==> config.mk <==
export PLATFORM = sky130hd
export DESIGN_NAME = wildcard_glob_matcher_core
export DESIGN_NICKNAME = d
export VERILOG_FILES = /design/src/rtl/core/wgm_pkg.sv /design/src/rtl/core/wgm_cell.sv /design/src/rtl/core/wildcard_glob_matcher_core.sv
export SDC_FILE = /design/constraint.sdc
export NUM_CORES = 1
export LEC_CHECK = 0
export ABC_AREA = 0
export BUFFER_PORTS_ARGS = -buffer_cell sky130_fd_sc_hd__buf_2
export CAP_MARGIN = 20
export CORE_MARGIN = 2
export CORE_UTILIZATION = 40
export CTS_CLUSTER_SIZE = 12
export DETAILED_ROUTE_END_ITERATION = 10
export REMOVE_ABC_BUFFERS = 1
export SLEW_MARGIN = 15
export SYNTH_ARGS = -nofsm -noshare
export SYNTH_HDL_FRONTEND = slang
export SYNTH_HIERARCHICAL = 1
export SYNTH_SLANG_ARGS = --single-unit
==> constraint.sdc <==
create_clock -name clk -period 15.6 [get_ports clk]
set_input_delay 0 -clock clk [delete_from_list [all_inputs] [get_ports clk]]
set_output_delay 0 -clock clk [all_outputs]
set_load 0.02 [all_outputs]
==> src/rtl/core/wgm_pkg.sv <==
// ----------------------------------------------------------------------------
// wgm_pkg - shared types and constants for the wildcard glob matcher
// Item function codes, wildcard byte codes, and the control and link structs
// passed between the top level and the cells.
// ----------------------------------------------------------------------------
package wgm_pkg;

  localparam int MASK_CAPACITY = 32;

  localparam logic [7:0] CH_ANY_ONE = 8'h3F;  // '?'
  localparam logic [7:0] CH_ANY_RUN = 8'h2A;  // '*'
  localparam logic [7:0] FOLD_MASK  = 8'hDF;

  typedef enum logic [1:0] {
    FUNC_CLEAR  = 2'd0,
    FUNC_APPEND = 2'd1,
    FUNC_NAME   = 2'd2,
    FUNC_END    = 2'd3
  } func_t;

  // broadcast from the top level to every cell
  typedef struct packed {
    logic clear;    // drop the stored mask
    logic append;   // store one more mask byte
    logic step;     // advance on a name byte
    logic restart;  // only position zero active
  } cell_ctrl_t;

  // handed from cell p to cell p+1
  typedef struct packed {
    logic valid;    // position p holds a mask byte
    logic carry;    // '*' at active position p: p+1 active too
    logic step;     // byte matched at position p: p+1 active next
  } link_t;

endpackage

==> src/rtl/core/wgm_cell.sv <==
// ----------------------------------------------------------------------------
// wgm_cell - one mask position of the glob matcher
// Holds one mask byte, its valid flag and the activity flag of the position.
// ----------------------------------------------------------------------------
module wgm_cell #(
  parameter bit IS_HEAD = 1'b0
) (
  input  logic               clk,
  input  logic               rst_n,
  input  wgm_pkg::cell_ctrl_t ctrl,
  input  logic [7:0]         name_char,
  input  logic               case_fold,
  input  wgm_pkg::link_t     link_in,
  output wgm_pkg::link_t     link_out,
  output logic               hit
);

  logic       valid_r, valid_nxt;
  logic       act_r, act_nxt;
  logic [7:0] byte_r;
  logic       is_end, closed, star, fits;

  // first empty slot: previous position filled, this one not
  assign is_end = link_in.valid & ~valid_r;
  assign closed = act_r | link_in.carry;
  assign star   = valid_r & (byte_r == wgm_pkg::CH_ANY_RUN);

  always_comb begin
    if (byte_r == wgm_pkg::CH_ANY_ONE) begin
      fits = 1'b1;
    end else if (case_fold) begin
      fits = (byte_r & wgm_pkg::FOLD_MASK) == (name_char & wgm_pkg::FOLD_MASK);
    end else begin
      fits = byte_r == name_char;
    end
  end

  assign link_out.valid = valid_r;
  assign link_out.carry = closed & star;
  assign link_out.step  = closed & valid_r & ~star & fits;
  assign hit            = closed & is_end;

  always_comb begin
    valid_nxt = valid_r;
    if (ctrl.clear) begin
      valid_nxt = 1'b0;
    end else if (ctrl.append && is_end) begin
      valid_nxt = 1'b1;
    end
    act_nxt = act_r;
    if (ctrl.restart) begin
      act_nxt = IS_HEAD;
    end else if (ctrl.step) begin
      act_nxt = (closed & star) | link_in.step;
    end
  end

  always_ff @(posedge clk) begin
    if (!rst_n) begin
      valid_r <= 1'b0;
      act_r   <= IS_HEAD;
    end else begin
      valid_r <= valid_nxt;
      act_r   <= act_nxt;
    end
  end

  always_ff @(posedge clk) begin
    if (ctrl.append && is_end) begin
      byte_r <= name_char;
    end
  end

endmodule

==> src/rtl/core/wildcard_glob_matcher_core.sv <==
// ----------------------------------------------------------------------------
// wildcard_glob_matcher_core - streaming glob matcher ('*' and '?')
// Loads a mask byte by byte, then matches streamed name bytes against it.
// ----------------------------------------------------------------------------
// Takes one item per clock, every clock, as long as the result register is
// free or being drained. Each item does its work in the cycle it is
// accepted: a row of MASK_CAPACITY cells, one per mask position, updates
// all active positions at once, with '*' closure rippling down the row like
// a carry chain. Only an end-of-name item gives a result, registered and
// held in the output register until taken. Appending beyond MASK_CAPACITY
// bytes drops the byte and raises mask_overflow until the next clear.
// Clearing or appending to the mask, and every end of name, restart name
// matching. No clearing pass after reset.
module wildcard_glob_matcher_core #(
  parameter int MASK_CAPACITY = wgm_pkg::MASK_CAPACITY
) (
  input  logic       clk,
  input  logic       rst_n,
  // configuration
  input  logic       cfg_wr_en,
  input  logic       cfg_wr_data,   // case_fold
  // input items
  input  logic       in_tvalid,
  output logic       in_tready,
  input  logic [7:0] in_tdata,      // [7:0] char_value
  input  logic [1:0] in_tuser,      // [1:0] func
  // result items
  output logic       out_tvalid,
  input  logic       out_tready,
  output logic [7:0] out_tdata      // [0] match, [1] mask_overflow, [7:2] zero
);

  logic                case_fold_r;
  logic                overflow_r, overflow_nxt;
  logic                end_act_r, end_act_nxt;
  logic                out_valid_r, out_valid_nxt;
  logic                out_match_r, out_match_nxt;
  logic                out_ovf_r, out_ovf_nxt;
  logic                fire;
  logic                is_end_item;
  wgm_pkg::func_t      func;
  wgm_pkg::cell_ctrl_t ctrl;
  wgm_pkg::link_t      link [0:MASK_CAPACITY];
  logic [MASK_CAPACITY:0] hit;
  logic                end_closed;

  assign in_tready = ~out_valid_r | out_tready;
  assign fire      = in_tvalid & in_tready;
  assign func      = wgm_pkg::func_t'(in_tuser);

  // item decode
  always_comb begin
    ctrl        = '0;
    is_end_item = 1'b0;
    unique case (func)
      wgm_pkg::FUNC_CLEAR: begin
        ctrl.clear   = fire;
        ctrl.restart = fire;
      end
      wgm_pkg::FUNC_APPEND: begin
        ctrl.append  = fire;
        ctrl.restart = fire;
      end
      wgm_pkg::FUNC_NAME: begin
        ctrl.step = fire;
      end
      wgm_pkg::FUNC_END: begin
        ctrl.restart = fire;
        is_end_item  = fire;
      end
      default: begin
        ctrl = '0;
      end
    endcase
  end

  // head of the row: position zero always sits after a "filled" slot
  assign link[0] = '{valid: 1'b1, carry: 1'b0, step: 1'b0};

  for (genvar p = 0; p < MASK_CAPACITY; p++) begin : g_cell
    wgm_cell #(
      .IS_HEAD (p == 0)
    ) u_cell (
      .clk       (clk),
      .rst_n     (rst_n),
      .ctrl      (ctrl),
      .name_char (in_tdata),
      .case_fold (case_fold_r),
      .link_in   (link[p]),
      .link_out  (link[p+1]),
      .hit       (hit[p])
    );
  end

  // position past a full store; reachable only when every slot is filled
  assign end_closed         = end_act_r | link[MASK_CAPACITY].carry;
  assign hit[MASK_CAPACITY] = end_closed & link[MASK_CAPACITY].valid;

  always_comb begin
    end_act_nxt = end_act_r;
    if (ctrl.restart) begin
      end_act_nxt = 1'b0;
    end else if (ctrl.step) begin
      end_act_nxt = link[MASK_CAPACITY].step;
    end

    overflow_nxt = overflow_r;
    if (ctrl.clear) begin
      overflow_nxt = 1'b0;
    end else if (ctrl.append && link[MASK_CAPACITY].valid) begin
      overflow_nxt = 1'b1;   // store full, byte dropped
    end

    out_valid_nxt = out_valid_r;
    out_match_nxt = out_match_r;
    out_ovf_nxt   = out_ovf_r;
    if (is_end_item) begin
      out_valid_nxt = 1'b1;
      out_match_nxt = |hit;
      out_ovf_nxt   = overflow_r;
    end else if (out_tready) begin
      out_valid_nxt = 1'b0;
    end
  end

  always_ff @(posedge clk) begin
    if (!rst_n) begin
      case_fold_r <= 1'b0;
      overflow_r  <= 1'b0;
      end_act_r   <= 1'b0;
      out_valid_r <= 1'b0;
    end else begin
      if (cfg_wr_en) begin
        case_fold_r <= cfg_wr_data;
      end
      overflow_r  <= overflow_nxt;
      end_act_r   <= end_act_nxt;
      out_valid_r <= out_valid_nxt;
    end
  end

  always_ff @(posedge clk) begin
    out_match_r <= out_match_nxt;
    out_ovf_r   <= out_ovf_nxt;
  end

  assign out_tvalid = out_valid_r;
  assign out_tdata  = {6'b0, out_ovf_r, out_match_r};

endmodule
==> results.py <==
metrics = {
    "finish": {
        "layout_commonest_cell": "edfxtp_1",
        "drive_gt1_frac": 0.186,
        "layout_common_cells": "258 x edfxtp_1, 256 x xor2_1, 128 x nor2_1, 95 x nor3_1, 68 x dfxtp_1",
        "stdcell_count": 2129,
        "area_delta_synth_final_pct": 13.4,
        "layout.nets": 1531,
        "diodes": 0,
    },
    "power_and_ir_drop": {
        "power_leakage_uw": 0.00705,
        "p_sw_uw": 413,
        "power.share.clock": 0.455,
        "switching_share": 0.216,
        "power.internal_uw": 1500,
        "powerDensity_nw_per_um2": 96.4,
        "power.share.sequential": 0.493,
        "pwr-share-comb": 0.052,
        "vdd_drop_max_mv": 0.0613,
    },
    "synthesis": {
        "syn_area_sq_um": 17500,
        "synth_top_flop_cell": "edfxtp_1",
        "synth.avg_cell_area_sq_um": 12.3,
        "yosysUniqueCellTypes": 36,
        "synth_cells": 1423,
        "async_flop_share": 0,
        "synth-edff-count": 258,
        "seq_area_frac_synth": 0.520,
        "synth_seq_cells": 326,
        "yosys_warnings": 6,
    },
    "detailed_routing": {
        "routed_wirelength_mm": 38.6,
        "first_pass_iters": 5,
        "wl_per_cell_microns": 18.1,
        "viasPerCell": 5.30,
        "final_antenna_net_count": 0,
        "first_iter_violations": 606,
        "dr_total_vias": 11288,
        "drcViolationCount": 0,
    },
    "floorplan": {
        "die_w_microns": 213,
        "rows": 76,
        "die_y_microns": 213,
        "coreArea_sq_um": 43200,
        "initial_utilization": 0.406,
        "die_area_sq_um": 45500,
        "ios": 26,
    },
    "run_status": {
        "status": "completed",
    },
    "global_route": {
        "grt_most_used_layer": "met2",
        "met2_usage": 0.302,
        "grt_max_degree": 65,
        "overflow": 0,
        "grt_util_met1": 0.222,
        "grt_pass1_vias": 11559,
        "antenna_found_initial": 0,
        "gr-usage-all-layers": 0.173,
        "grt_pass1_wl_mm": 61.7,
        "use_met3": 0.0240,
    },
    "sta": {
        "period_share": 0.920,
        "setup_viol": 0,
        "max_freq_ghz": 0.0697,
        "hold_viol_final": 0,
        "slew_viol_final": 0,
        "finalSetupTns_ps": 0,
        "slew_headroom": 0.281,
        "tightest_slew_ps": 1080,
        "period_needed_ps": 14350,
        "fin_skew_ps": 18.7,
    },
    "clock_network": {
        "cts_resized": 0,
        "cts_root_buffer": "clkbuf_16",
        "cts_buffers": 37,
        "htreeDepth": 2,
        "clock-sinks": 326,
        "cts_tree": "built",
        "clkTransAtPathRegs_ps": 60,
        "clock_path_buffers": 3,
        "clk_latency_ps": 540,
    },
    "placement": {
        "place_congestion": 0.850,
        "dp.cells": 2027,
        "numPortBuffers": 19,
        "hpwl_mm": 22.6,
    },
    "setup_path": {
        "cp_slowest_cell": "edfxtp_1",
        "regToRegSetupSlack_ps": 1250,
        "crit_type": "reg2reg",
        "critPathMaxFanout": 3,
        "end_kind": "register",
        "crit_top_cell": "nor4b_4",
        "arrival_ps": 14760,
        "startpoint_type": "register",
        "worstPathRequired_ps": 16020,
        "max_stage_delay_ps": 460,
    },
    "worst_hold_path": {
        "min_path_type": "in2reg",
    },
    "flow_run": {
        "drv_cap": 0,
    },
}
metal layers:
layer,share of wire,vias up
met5,0,-
li1,-,5458
met4,0.022,0
met3,0.030,65
met2,0.49,179
met1,0.46,5586
critical path, delay by kind of cell, from the launching register on:
kind	cells	cell delay [ps]
AND/OR/NAND/NOR	34	9540
AO/OA/AOI/OAI	32	4210
flip-flops	1	460
cells in the mapped netlist, drive strengths merged, types with 33 or more instances:
library cell | count | area, sq um
edfxtp | 258 | 7750
xor2 | 256 | 2240
nor2 | 160 | 678
nor3 | 97 | 485
nor4 | 72 | 956
dfxtp | 68 | 1360
inv | 64 | 240
buf | 40 | 300
nand2 | 35 | 131
nand2b | 34 | 213
nand3 | 34 | 170
nor3b | 34 | 255
nand4 | 33 | 206
o21ai | 33 | 282
per-stage QoR:
step                setup slack [ps]  utilization  cell area [sq um]  total power [uW]  hold WS (ps)
finish                          1250        0.460              19900              1910          88.9
global route                   -71.2        0.460              19900              1980           156
CTS                             8.76        0.456              19700              1940          73.6
detailed placement              -104        0.425              18400              1060           273
global placement                 324        0.425              18400              1060           268
floorplan                        352            -              17300              1010          88.2
sequential cells by signal, indices dropped and copies added, names as in the netlist:
signal,cells
g_cell.u_cell/act_r,32
overflow_r,1
end_act_r,1
g_cell.u_cell/valid_r,32
out_ovf_r,1
case_fold_r,1
out_tvalid,1
out_match_r,1
g_cell.u_cell/byte_r,256
power by group through the flow:
stage | clock network (uW) | logic [uW] | registers, uW
after floorplan | 0 | 47.1 | 962
after global placement | 0 | 96.9 | 961
after detailed placement | 0 | 98.7 | 961
after CTS | 894 | 101 | 943
after global routing | 929 | 110 | 943
final | 871 | 100 | 943
repair_timing:
item | in CTS | in global routing
buffers inserted | 1 | 21
hold buffers | 12 | 0
endpoints found under the hold margin | 39 | 0
setup endpoints to repair | 3 | 5
pin swaps | 3 | 29
cell type report:
type	count	area (sq um)
fillers	3887	23300
flip-flops and latches	326	9110
multi-input cells	1002	7920
clock buffers	51	1040
well taps	585	732
repair buffers	84	633
inverters	64	240
clock inverters	17	181
cells by family (layout without fill, tap and decap cells):
kind of cell              Yosys count  count (layout)  synth area share
xor gates and xnor gates          256             256             0.128
AOI/OAI and AO/OA                 134             134            0.0706
other                               2              11          0.000429
DFF                               326             326             0.520
muxes                               1               1          0.000571
buffers and inverters             104             216            0.0309
and+or+nand+nor                   600             600             0.250
worst paths after layout:
check	cells after the start	start	end
worst max-delay path	66	g_cell[0].u_cell/byte_r[6]$_DFFE_PP_	g_cell[31].u_cell/act_r$_SDFFE_PP0P_
worst min-delay path	4	out_tready	end_act_r$_SDFFE_PP0P_
worst max register to register	66	g_cell[0].u_cell/byte_r[6]$_DFFE_PP_	g_cell[31].u_cell/act_r$_SDFFE_PP0P_
worst min register to register	0	overflow_r$_SDFFE_PP0P_	out_ovf_r$_DFFE_PP_
Note: power is estimated with default switching activity, not from simulation.
